## src/rtl/gfpd_pkg.sv

```systemverilog
// Shared types, constants and field arithmetic for the GF polynomial divider.
`default_nettype none
package gfpd_pkg;

    localparam int SYM_W      = 8;
    localparam int MAX_DEG    = 16;
    localparam int IDX_W      = (MAX_DEG > 1) ? $clog2(MAX_DEG) : 1;
    localparam int DEG_W      = 5;
    localparam int FIELD_W    = 8;
    localparam int CFG_W      = 64;
    localparam int CFG_IDX_W  = 3;
    localparam int COEF_PITCH = 8;

    localparam logic [CFG_IDX_W-1:0] CFG_FIELD_POLY = 3'd0;
    localparam logic [CFG_IDX_W-1:0] CFG_DEGREE     = 3'd1;
    localparam logic [CFG_IDX_W-1:0] CFG_COEF_LOW   = 3'd2;
    localparam logic [CFG_IDX_W-1:0] CFG_COEF_HIGH  = 3'd3;
    localparam logic [CFG_IDX_W-1:0] CFG_LEAD_INV   = 3'd4;

    typedef logic [SYM_W-1:0] t_sym;

    typedef enum logic {
        ST_RUN,
        ST_DRAIN
    } t_state;

    typedef struct packed {
        logic step;
        logic fb;
    } t_cell_ctl;

    typedef struct packed {
        logic               last;
        logic               kind;
        logic [FIELD_W-1:0] symbol;
    } t_res;

    // product modulo x^SYM_W + poly
    function automatic t_sym gf_mul(t_sym a, t_sym b, t_sym poly);
        t_sym r;
        r = '0;
        for (int i = SYM_W - 1; i >= 0; i--) begin
            r = {r[SYM_W-2:0], 1'b0} ^ (r[SYM_W-1] ? poly : t_sym'(0));
            if (b[i]) begin
                r = r ^ a;
            end
        end
        return r;
    endfunction

endpackage
`default_nettype wire

```

## src/rtl/gf_polynomial_divider.sv

```systemverilog
// Top level: streaming divider of polynomials over GF(2^8) by a configured divisor.
//
// Dividend coefficients enter on s_axis highest degree first, coefficient in
// tdata, tlast on the constant term. Results leave on m_axis: symbol in tdata,
// tuser 0 for a quotient and 1 for a remainder coefficient, tlast on the last
// result an input beat causes.
// Each beat updates a chain of 16 remainder cells at once and queues its
// quotient coefficient, which the output queue registers before m_axis shows
// it. After a final beat the chain shifts its top cell out d times (d =
// divisor degree, clamped to 1..16), which also clears the cells in use; no
// input is taken meanwhile.
// Configuration goes through i_cfg_we/i_cfg_index/i_cfg_data while idle; the
// cells pre-scale the divisor by the lead inverse, so input is held off in
// the cycle after each write.
// Synchronous reset clears the cells and the queue, loads default settings and
// holds input off in the first cycle after reset.
// A two-beat output queue decouples the sides: input and draining continue
// while one result waits; the queue stops them only when it is full.
`default_nettype none
module gf_polynomial_divider (
    input  wire logic                            i_clk,
    input  wire logic                            i_rst_n,
    input  wire logic                            i_cfg_we,
    input  wire logic [gfpd_pkg::CFG_IDX_W-1:0]  i_cfg_index,
    input  wire logic [gfpd_pkg::CFG_W-1:0]      i_cfg_data,
    input  wire logic                            s_axis_tvalid,
    output logic                                 s_axis_tready,
    input  wire logic [7:0]                      s_axis_tdata,  // [7:0] coefficient
    input  wire logic                            s_axis_tlast,
    output logic                                 m_axis_tvalid,
    input  wire logic                            m_axis_tready,
    output logic [7:0]                           m_axis_tdata,  // [7:0] symbol
    output logic                                 m_axis_tuser,  // [0] kind
    output logic                                 m_axis_tlast
);

    localparam int SYM_W   = gfpd_pkg::SYM_W;
    localparam int MAX_DEG = gfpd_pkg::MAX_DEG;
    localparam int IDX_W   = gfpd_pkg::IDX_W;
    localparam int DEG_W   = gfpd_pkg::DEG_W;
    localparam int CFG_W   = gfpd_pkg::CFG_W;
    localparam int PITCH   = gfpd_pkg::COEF_PITCH;

    logic [gfpd_pkg::FIELD_W-1:0] r_poly;
    logic [DEG_W-1:0]             r_deg;
    logic [CFG_W-1:0]             r_low;
    logic [CFG_W-1:0]             r_high;
    logic [gfpd_pkg::FIELD_W-1:0] r_linv;
    logic                         r_busy;

    gfpd_pkg::t_state    r_state;
    gfpd_pkg::t_state    n_state;
    logic [DEG_W-1:0]    r_cnt;
    logic [DEG_W-1:0]    n_cnt;

    logic [DEG_W-1:0]    w_deff;
    logic [IDX_W-1:0]    w_didx;
    logic [2*CFG_W-1:0]  w_coef_all;
    gfpd_pkg::t_sym      w_sym [MAX_DEG];
    logic [MAX_DEG-1:0]  w_active;
    gfpd_pkg::t_sym      w_top;
    gfpd_pkg::t_sym      w_q;
    gfpd_pkg::t_sym      w_poly;
    gfpd_pkg::t_sym      w_linv;
    gfpd_pkg::t_sym      w_cin;
    gfpd_pkg::t_cell_ctl w_ctl;
    logic                w_space;
    logic                w_accept;
    logic                w_drain;
    logic                w_push;
    gfpd_pkg::t_res      w_res;
    gfpd_pkg::t_res      w_head;

    // configuration registers
    always_ff @(posedge i_clk) begin
        if (!i_rst_n) begin
            r_poly <= 8'd29;
            r_deg  <= 5'd1;
            r_low  <= '0;
            r_high <= '0;
            r_linv <= 8'd1;
            r_busy <= 1'b1;
        end else begin
            r_busy <= i_cfg_we;
            if (i_cfg_we) begin
                case (i_cfg_index)
                    gfpd_pkg::CFG_FIELD_POLY: r_poly <= i_cfg_data[gfpd_pkg::FIELD_W-1:0];
                    gfpd_pkg::CFG_DEGREE:     r_deg  <= i_cfg_data[DEG_W-1:0];
                    gfpd_pkg::CFG_COEF_LOW:   r_low  <= i_cfg_data;
                    gfpd_pkg::CFG_COEF_HIGH:  r_high <= i_cfg_data;
                    gfpd_pkg::CFG_LEAD_INV:   r_linv <= i_cfg_data[gfpd_pkg::FIELD_W-1:0];
                    default: ;
                endcase
            end
        end
    end

    // degree clamped to 1..MAX_DEG
    always_comb begin
        w_deff = r_deg;
        if (r_deg == '0) begin
            w_deff = DEG_W'(1);
        end else if (r_deg > DEG_W'(MAX_DEG)) begin
            w_deff = DEG_W'(MAX_DEG);
        end
    end

    assign w_didx     = IDX_W'(w_deff - DEG_W'(1));
    assign w_coef_all = {r_high, r_low};
    assign w_poly     = r_poly[SYM_W-1:0];
    assign w_linv     = r_linv[SYM_W-1:0];
    assign w_top      = w_sym[w_didx];
    assign w_q        = gfpd_pkg::gf_mul(w_top, w_linv, w_poly);
    assign w_cin      = w_ctl.fb ? s_axis_tdata[SYM_W-1:0] : gfpd_pkg::t_sym'(0);

    for (genvar g = 0; g < MAX_DEG; g++) begin : g_cell
        gfpd_pkg::t_sym w_prev;

        assign w_active[g] = (DEG_W'(g) < w_deff);

        if (g == 0) begin : g_first
            assign w_prev = w_cin;
        end else begin : g_rest
            assign w_prev = w_sym[g-1];
        end

        gfpd_cell u_cell (
            .i_clk      (i_clk),
            .i_rst_n    (i_rst_n),
            .i_ctl      (w_ctl),
            .i_active   (w_active[g]),
            .i_prev     (w_prev),
            .i_top      (w_top),
            .i_coef_raw (w_coef_all[PITCH*g +: SYM_W]),
            .i_lead_inv (w_linv),
            .i_poly     (w_poly),
            .o_sym      (w_sym[g])
        );
    end

    // next state
    always_comb begin
        n_state = r_state;
        n_cnt   = r_cnt;
        case (r_state)
            gfpd_pkg::ST_RUN: begin
                if (w_accept && s_axis_tlast) begin
                    n_state = gfpd_pkg::ST_DRAIN;
                    n_cnt   = w_deff;
                end
            end
            gfpd_pkg::ST_DRAIN: begin
                if (w_drain) begin
                    n_cnt = r_cnt - DEG_W'(1);
                    if (r_cnt == DEG_W'(1)) begin
                        n_state = gfpd_pkg::ST_RUN;
                    end
                end
            end
            default: n_state = gfpd_pkg::ST_RUN;
        endcase
    end

    // outputs of the sequencer
    always_comb begin
        s_axis_tready = 1'b0;
        w_drain       = 1'b0;
        case (r_state)
            gfpd_pkg::ST_RUN:   s_axis_tready = !r_busy && w_space;
            gfpd_pkg::ST_DRAIN: w_drain       = w_space;
            default: ;
        endcase
        w_accept   = s_axis_tvalid && s_axis_tready;
        w_push     = w_accept || w_drain;
        w_ctl.step = w_push;
        w_ctl.fb   = w_accept;
        if (w_drain) begin
            w_res.symbol = gfpd_pkg::FIELD_W'(w_top);
            w_res.kind   = 1'b1;
            w_res.last   = (r_cnt == DEG_W'(1));
        end else begin
            w_res.symbol = gfpd_pkg::FIELD_W'(w_q);
            w_res.kind   = 1'b0;
            w_res.last   = !s_axis_tlast;
        end
    end

    always_ff @(posedge i_clk) begin
        if (!i_rst_n) begin
            r_state <= gfpd_pkg::ST_RUN;
            r_cnt   <= '0;
        end else begin
            r_state <= n_state;
            r_cnt   <= n_cnt;
        end
    end

    gfpd_out_fifo u_out (
        .i_clk   (i_clk),
        .i_rst_n (i_rst_n),
        .i_push  (w_push),
        .i_data  (w_res),
        .i_ready (m_axis_tready),
        .o_valid (m_axis_tvalid),
        .o_data  (w_head),
        .o_space (w_space)
    );

    assign m_axis_tdata = w_head.symbol;
    assign m_axis_tuser = w_head.kind;
    assign m_axis_tlast = w_head.last;

    a_final_drains: assert property (@(posedge i_clk) disable iff (!i_rst_n)
        (w_accept && s_axis_tlast) |=> (r_state == gfpd_pkg::ST_DRAIN))
        else $error("final beat did not start remainder drain");

    a_drain_blocks: assert property (@(posedge i_clk) disable iff (!i_rst_n)
        (r_state == gfpd_pkg::ST_DRAIN) |-> (!s_axis_tready && r_cnt != '0))
        else $error("input taken or count empty during drain");

    a_cells_cleared: assert property (@(posedge i_clk) disable iff (!i_rst_n)
        (w_drain && r_cnt == DEG_W'(1)) |=> (w_sym[0] == '0))
        else $error("remainder cells not cleared after drain");

    a_push_room: assert property (@(posedge i_clk) disable iff (!i_rst_n)
        w_push |-> w_space)
        else $error("result pushed into full queue");

endmodule
`default_nettype wire

```

## src/rtl/gfpd_cell.sv

```systemverilog
// One remainder cell: holds a symbol and its pre-scaled divisor coefficient.
`default_nettype none
module gfpd_cell (
    input  wire logic                i_clk,
    input  wire logic                i_rst_n,
    input  wire gfpd_pkg::t_cell_ctl i_ctl,
    input  wire logic                i_active,
    input  wire gfpd_pkg::t_sym      i_prev,
    input  wire gfpd_pkg::t_sym      i_top,
    input  wire gfpd_pkg::t_sym      i_coef_raw,
    input  wire gfpd_pkg::t_sym      i_lead_inv,
    input  wire gfpd_pkg::t_sym      i_poly,
    output gfpd_pkg::t_sym           o_sym
);

    gfpd_pkg::t_sym r_sym;
    gfpd_pkg::t_sym n_sym;
    gfpd_pkg::t_sym r_coef;
    gfpd_pkg::t_sym n_coef;
    gfpd_pkg::t_sym w_prod;

    // coefficient times lead inverse, so one multiply per step
    assign n_coef = gfpd_pkg::gf_mul(i_coef_raw, i_lead_inv, i_poly);
    assign w_prod = gfpd_pkg::gf_mul(i_top, r_coef, i_poly);

    always_comb begin
        n_sym = r_sym;
        if (i_ctl.step && i_active) begin
            n_sym = i_prev ^ (i_ctl.fb ? w_prod : gfpd_pkg::t_sym'(0));
        end
    end

    always_ff @(posedge i_clk) begin
        r_coef <= n_coef;
    end

    always_ff @(posedge i_clk) begin
        if (!i_rst_n) begin
            r_sym <= '0;
        end else begin
            r_sym <= n_sym;
        end
    end

    assign o_sym = r_sym;

endmodule
`default_nettype wire

```

## src/rtl/gfpd_out_fifo.sv

```systemverilog
// Two-entry result queue between the cell chain and the output stream.
`default_nettype none
module gfpd_out_fifo (
    input  wire logic           i_clk,
    input  wire logic           i_rst_n,
    input  wire logic           i_push,
    input  wire gfpd_pkg::t_res i_data,
    input  wire logic           i_ready,
    output logic                o_valid,
    output gfpd_pkg::t_res      o_data,
    output logic                o_space
);

    gfpd_pkg::t_res r_mem [2];
    logic           r_rd;
    logic           r_wr;
    logic [1:0]     r_cnt;
    logic [1:0]     n_cnt;
    logic           w_pop;

    assign o_valid = (r_cnt != 2'd0);
    assign o_space = (r_cnt != 2'd2);
    assign o_data  = r_mem[r_rd];
    assign w_pop   = o_valid && i_ready;

    always_comb begin
        n_cnt = r_cnt;
        if (i_push && !w_pop) begin
            n_cnt = r_cnt + 2'd1;
        end else if (!i_push && w_pop) begin
            n_cnt = r_cnt - 2'd1;
        end
    end

    always_ff @(posedge i_clk) begin
        if (i_push) begin
            r_mem[r_wr] <= i_data;
        end
    end

    always_ff @(posedge i_clk) begin
        if (!i_rst_n) begin
            r_rd  <= 1'b0;
            r_wr  <= 1'b0;
            r_cnt <= 2'd0;
        end else begin
            if (i_push) begin
                r_wr <= !r_wr;
            end
            if (w_pop) begin
                r_rd <= !r_rd;
            end
            r_cnt <= n_cnt;
        end
    end

endmodule
`default_nettype wire
```

## config.mk

```make
export PLATFORM = sky130hd
export DESIGN_NAME = gf_polynomial_divider
export DESIGN_NICKNAME = d
export VERILOG_FILES = /design/src/rtl/gfpd_pkg.sv /design/src/rtl/gf_polynomial_divider.sv /design/src/rtl/gfpd_cell.sv /design/src/rtl/gfpd_out_fifo.sv
export SDC_FILE = /design/constraint.sdc
export NUM_CORES = 2
export LEC_CHECK = 0
export ABC_AREA = 1
export BUFFER_PORTS_ARGS = -buffer_cell sky130_fd_sc_hd__buf_4
export CELL_PAD_IN_SITES_DETAIL_PLACEMENT = 0
export CELL_PAD_IN_SITES_GLOBAL_PLACEMENT = 1
export CORE_MARGIN = 3
export CORE_UTILIZATION = 42
export CTS_BUF_LIST = sky130_fd_sc_hd__clkbuf_4
export DETAILED_ROUTE_END_ITERATION = 10
export MAX_ROUTING_LAYER = met4
export PLACE_DENSITY = 0.9
export REMOVE_ABC_BUFFERS = 1
export SYNTH_ARGS = -nofsm -noshare
export SYNTH_HDL_FRONTEND = slang
export SYNTH_SLANG_ARGS = --single-unit
```

## constraint.sdc

```tcl
create_clock -name i_clk -period 5.3 [get_ports i_clk]
set_input_delay 0.795 -clock i_clk [delete_from_list [all_inputs] [get_ports i_clk]]
set_output_delay 0.795 -clock i_clk [all_outputs]
set_load 0.01 [all_outputs]
```

After elaboration in Yosys (flattened, before gate mapping)

Memories as Yosys holds them, arrays and structs flattened. A register that Yosys moved wholly into a read port is not among the register bits.
Cells that the tools add are included.

$add $sub $neg: 4
Order comparisons: 18
Equal/unequal tests: 8
Mux-type cells: 533
Bitwise gates (word level): 480
Reductions and logical operators: 39

Operators with widths:

| operator              | number |
|---|---|
| $mux W8               | 514 |
| $xor A8 B8 Y8         | 478 |
| $lt A4 B5 Y1 const A  | 8 |
| $bmux W8 S4           | 1 |
| $logic_and A1 B1 Y1   | 22 |
| $lt A3 B5 Y1 const A  | 4 |
| $mux W5               | 4 |
| $reduce_and A2 Y1     | 6 |
| $lt A1 B5 Y1 const A  | 2 |
| $lt A2 B5 Y1 const A  | 2 |
| $mux W10              | 1 |
| $pmux W5 S2           | 1 |
| $mux W1               | 9 |
| $eq A3 B2 Y1 const B  | 2 |
| $logic_not A1 Y1      | 6 |
| $eq A5 B1 Y1 const B  | 1 |
| $ge A5 B5 Y1 const B  | 1 |
| $gt A5 B5 Y1 const B  | 1 |
| $logic_not A5 Y1      | 1 |
| $not A4 Y5            | 1 |
| $sub A5 B1 Y5 const B | 1 |
| $mux W2               | 2 |
| $ne A2 B2 Y1 const B  | 2 |
| $reduce_bool A2 Y1    | 2 |
| 10 further kinds      | 10 |

Flip-flop bits (word level): 416
Memory bits (writable): 20
Bits of input ports: 81
Output and inout bits: 12
Logic and storage cells: 1126
Memories kept: 1

Memories:

| name        | depth | bits a word | rd ports | clocked after memory_dff | write ports | RTL line            | source |
|---|---|---|---|---|---|---|---|
| u_out.r_mem | 2     | 10          | 1        | 1                        | 1           | gfpd_out_fifo.sv:14 | `gfpd_pkg::t_res r_mem [2];` |

Logic depth before layout (Yosys ltp)

Depth after elaboration: 39
Depth in mapped cells: 52
Mapped depth without buffers: 45

Modules after synthesis

A second synthesis with hierarchy kept.

Cells, all modules: 17724
Area, all modules: 90088.9 µm²

By module, submodules not included:

| module                | times used | cells each | area each (µm²) | sequential area each (µm²) |
|---|---|---|---|---|
| gfpd_cell             | 16         | 1006       | 4973.5          | 320.3 |
| gf_polynomial_divider | 1          | 1561       | 9550.4          | 3123.0 |
| gfpd_out_fifo         | 1          | 67         | 962.2           | 700.7 |

Least setup slack after synthesis

OpenSTA, ideal clock, no wires.

Path kind: flip-flop to flip-flop
Start point: register r_deg[0]
End point: memory u_out.r_mem[0][6] (netlist bit), data pin
Arrival time: 4.998 ns
Data required time: 5.048 ns
Setup slack: 0.050 ns
Stages on the path, launching flop included: 38
Path buffers: 8
Period minus slack after synthesis: 5.250 ns
Cells stage by stage: dfxtp_1 -> nor2_2 -> nand2_4 -> nand2_8 -> nand2_4 -> buf_6 -> buf_6 -> buf_2 -> buf_2 -> ha_1 -> inv_1 -> clkbuf_1 -> clkbuf_1 -> nand3_1 -> nand3_1 -> nand3_1 -> nand2_2 -> buf_2 -> (+2 left out) -> xor2_1 -> xor2_1 -> xor2_1 -> xor2_1 -> or2_2 -> nand2_1 -> nand2_1 -> nand2_1 -> nand3_1 -> nand2_1 -> xor2_1 -> nand2_1 -> nand2_1 -> nand3_1 -> nand2_1 -> nand3_1 -> nand2_1 -> inv_1

RTL lines:

| what                   | RTL line                    | source |
|---|---|---|
| start, declared        | gf_polynomial_divider.sv:45 | `logic [DEG_W-1:0] r_deg;` |
| start signal, assigned | gf_polynomial_divider.sv:88 | `gfpd_pkg::CFG_DEGREE: r_deg <= i_cfg_data[DEG_W-1:0];` |
| end, declared          | gfpd_out_fifo.sv:14         |  |

==> reports/qor.csv <==
stage;metric;value;unit
cells_and_area;layout_commonest_cell;nand2_1;
setup_path;endpoint_kind;flip-flop;
power;p_leak;38.56;nW
die;die_area;190100;µm²
die;rows;157;
placed_design;gp_congestion;0.9913;
die;core;183500;µm²
cells_and_area;most-common-layout-cells;4,865 x nand2_1, 1,608 x nor2_1, 1,357 x nand3_1;
global_route;overflow;0;
cells_and_area;drive_gt1_share;9.749;%
routing;vias;88820;
placed_design;numPortBuffers;92;
routing;first_iter_violations;9801;
timing;skew;0.1095;ns
placed_design;hpwl;218.0;mm
yosys;syn_area;77640;µm²
cells_and_area;final_util;47.71;%
cells_and_area;fillers;19570;
yosys;ys_seq_area_share;11.53;%
routing;dr.pass1.iters;7;
routing;via_per_inst;5.244;
yosys;syn_inst;14300;
setup_path;critPathKind;reg2reg;
routing;drc;0;
global_route;antenna_found_initial;4;
clock_tree;htree_levels;4;
setup_path;worst-path-max-fanout;9;
clock_tree;worstSkewPairLatency;1.25;ns
routing;ant_nets;0;
global_route;track_usage;31.77;%
setup_path;critPathLaunchType;flip-flop;
timing;final.min_clock_period;5.098;ns
clock_tree;clockBufferDepth;3;
yosys;ys_ff_latch;437;
global_route;grt_pass1_vias;77960;
power;powerDensity;300.1;nW/µm²
die;initial_core_util;42.32;%
timing;fmax;196.2;MHz
routing;wl;312.8;mm
timing;hold_viol;0;
hold_path;min_path_type;in2reg;
yosys;yosysUniqueCellTypes;57;
placed_design;place_ws;-0.0008846;ns
cells_and_area;num-nets-final;14440;
timing;rsz0062_at_grt;true;
run_status;status;finished, final reports clean;
yosys;synth_async_sr_flop_share;0;%
die;die_h;436.0;µm
clock_tree;numCtsBuffers;137;
yosys;synth_edf_count;20;
setup_path;slowest_delay;0.36;ns
die;boundaryPins;93;
routing;wl_per_cell;18.47;µm
yosys;ys_warn_count;0;
setup_path;cp.arrival;6.01;ns
power;ir_worst_vdd;0.2076;mV
global_route;grt_pass1_wl;466.9;mm
timing;setup_ws;0.2021;ns
clock_tree;cts_tree;done;
timing;drv_slew;0;
timing;setup_viol;0;
hold_path;min-delay-start;s_axis_tdata[6];
setup_path;cp_slowest_cell;dfxtp_4;
timing;max_slew_margin;26.95;%
die;die_w;436.0;µm
yosys;synth.top_cell.area_share;23.90;%
hold_path;min_path_cells;6;
setup_path;crit_start;r_deg[3]$_SDFFE_PN0P_;
global_route;grt_start_max_net_pins;107;
yosys;syn_area_per_cell;5.429;µm²
setup_path;cp_common_cell;nand2_1;
timing;fin_crit_sh;96.19;%
clock_tree;path_clk_slew;0.07;ns
timing;finalSetupTns;0;ns
placed_design;dpl_cell_area;82200;µm²
setup_path;rr_startpoint;r_deg[3]$_SDFFE_PN0P_;
clock_tree;cts-root-buf;clkbuf_4;
setup_path;cp.required;6.21;ns
yosys;synth.area.top_cells;nand2_1 24%, xor2_1 15%, dfxtp_1 11%, nand3_1 9.2%, nor2_1 7.9%;
timing;tightest_slew;1.096;ns
cells_and_area;area_growth;12.74;%
yosys;ys.flop_type;dfxtp_1;
yosys;synth.largest_area_cell;nand2_1;
cells_and_area;final_cell_area;87530;µm²
job;drv_cap;0;
clock_tree;clock_sinks;437;
setup_path;reg2reg_depth;38;
registers in the layout, summed over array words and instances, names as in the netlist, named ones only:
| signal | cells |
|---|---|
| u_out.r_mem | 20 |
| u_out.r_cnt | 2 |
| r_low | 64 |
| r_high | 64 |
| r_deg | 5 |
| u_out.r_wr | 1 |
| u_out.r_rd | 1 |
| r_busy | 1 |
| r_linv | 8 |
| g_cell.u_cell.r_coef | 128 |
| r_state | 1 |
| r_cnt | 5 |
| r_poly | 8 |
| g_cell.u_cell.o_sym | 128 |
cell usage after synthesis, types with 4 or more instances:
master    count
dfxtp_1     417
buf_2       148
o21ai_0     426
mux2_2       10
clkbuf_1    460
nand4_1     211
o21ai_1      83
nand2b_1      8
nand3b_1    270
buf_6        15
buf_1       142
edfxtp_1     20
or2_1        10
xor2_1     1338
nand2_1    4944
clkinv_1     22
nand3_1    1428
xnor3_1      10
ha_1          4
xnor2_1     683
o21ai_2       5
nand3_2      23
o21bai_1     17
nand4_2       5
o22ai_1      12
o211ai_1     14
or2_2        38
nor2_2       21
buf_4        54
nor3_1        5
nand2_2      88
inv_2        48
nand3_4       5
a21oi_2       4
a21oi_1     272
nor2_1     1632
a21o_1       23
nor2_4       18
nand2_4      16
inv_1      1327
per-stage QoR:
step	std cells	hold WS, ns	total power, mW
after floorplan	13480	0.4453	15.51
after global placement	16490	0.4746	20.63
after detailed placement	16490	0.4742	20.79
after CTS	16820	0.007609	24.68
after global routing	16930	0.09558	28.38
final	16940	0.1245	26.26
critical path: cells and delay by family, from the launching register on:
family / cells / cell delay (ns)
compound gates: 4 / 0.59
flops: 1 / 0.36
fa+ha+maj: 1 / 0.32
simple gates: 28 / 2.84
buf+inv: 5 / 0.66
area by class of cell:
type	count	area, µm²	area share, %
Multi-Input combinational cell	11650	61140	69.86
Clock inverter	65	473.0	0.5403
Clock buffer	179	1344	1.535
Tap cell	2464	3083	3.522
Inverter	1398	5320	6.078
Timing Repair Buffer	732	7123	8.138
Antenna cell	11	27.53	0.03145
Sequential cell	437	9015	10.30
per-layer routing:
metal  wire (µm)  global-route usage [%]  vias to the layer above
met3       31470                   4.668                      699
met1      132600                   42.59                    39690
met2      132900                   47.53                     4108
met5           0                       -                        -
met4       15820                   13.19                        0
li1            -                       -                    44330
timing repair:
| item | in CTS | in global routing |
|---|---|---|
| hold buffers | 82 | 0 |
| setup buffers | 0 | 85 |
| endpoints found under the setup margin | 2 | 154 |
| hold endpoints to repair | 156 | 0 |
| pin swaps | 0 | 92 |
| resized for setup | 0 | 349 |
| gates cloned | 0 | 26 |
power breakdown:
| group | internal [mW] | switching, mW | total, mW |
|---|---|---|---|
| clock network | 1.94 | 1.85 | 3.79 |
| registers | 3.62 | 0.660 | 4.28 |
| logic | 6.21 | 12.0 | 18.2 |
| total | 11.8 | 14.5 | 26.3 |
worst paths after layout:
check	end	slack (ns)
setup reg to reg	u_out.r_mem[0][4]$_DFFE_PP_	0.20
hold / removal	g_cell[0].u_cell.o_sym[6]$_SDFFE_PN0P_	0.12
hold reg to reg	g_cell[5].u_cell.o_sym[0]$_SDFFE_PN0P_	0.49
setup / recovery	u_out.r_mem[0][4]$_DFFE_PP_	0.20
logic make-up (layout without fill, tap and decap cells):
logic type	count (synthesis)	in the layout	share of synthesized area, %
AOI/OAI and AO/OA	867	867	5.885
DFF	437	437	11.53
buffers and inverters	2220	2374	11.42
other	0	11	0
muxes	10	10	0.1450
adders and majority gates	4	4	0.06446
xor gates and xnor gates	2034	2034	23.15
and+or+nand+nor	8730	8737	47.81
No activity file was read; power rests on OpenSTA's default activity.
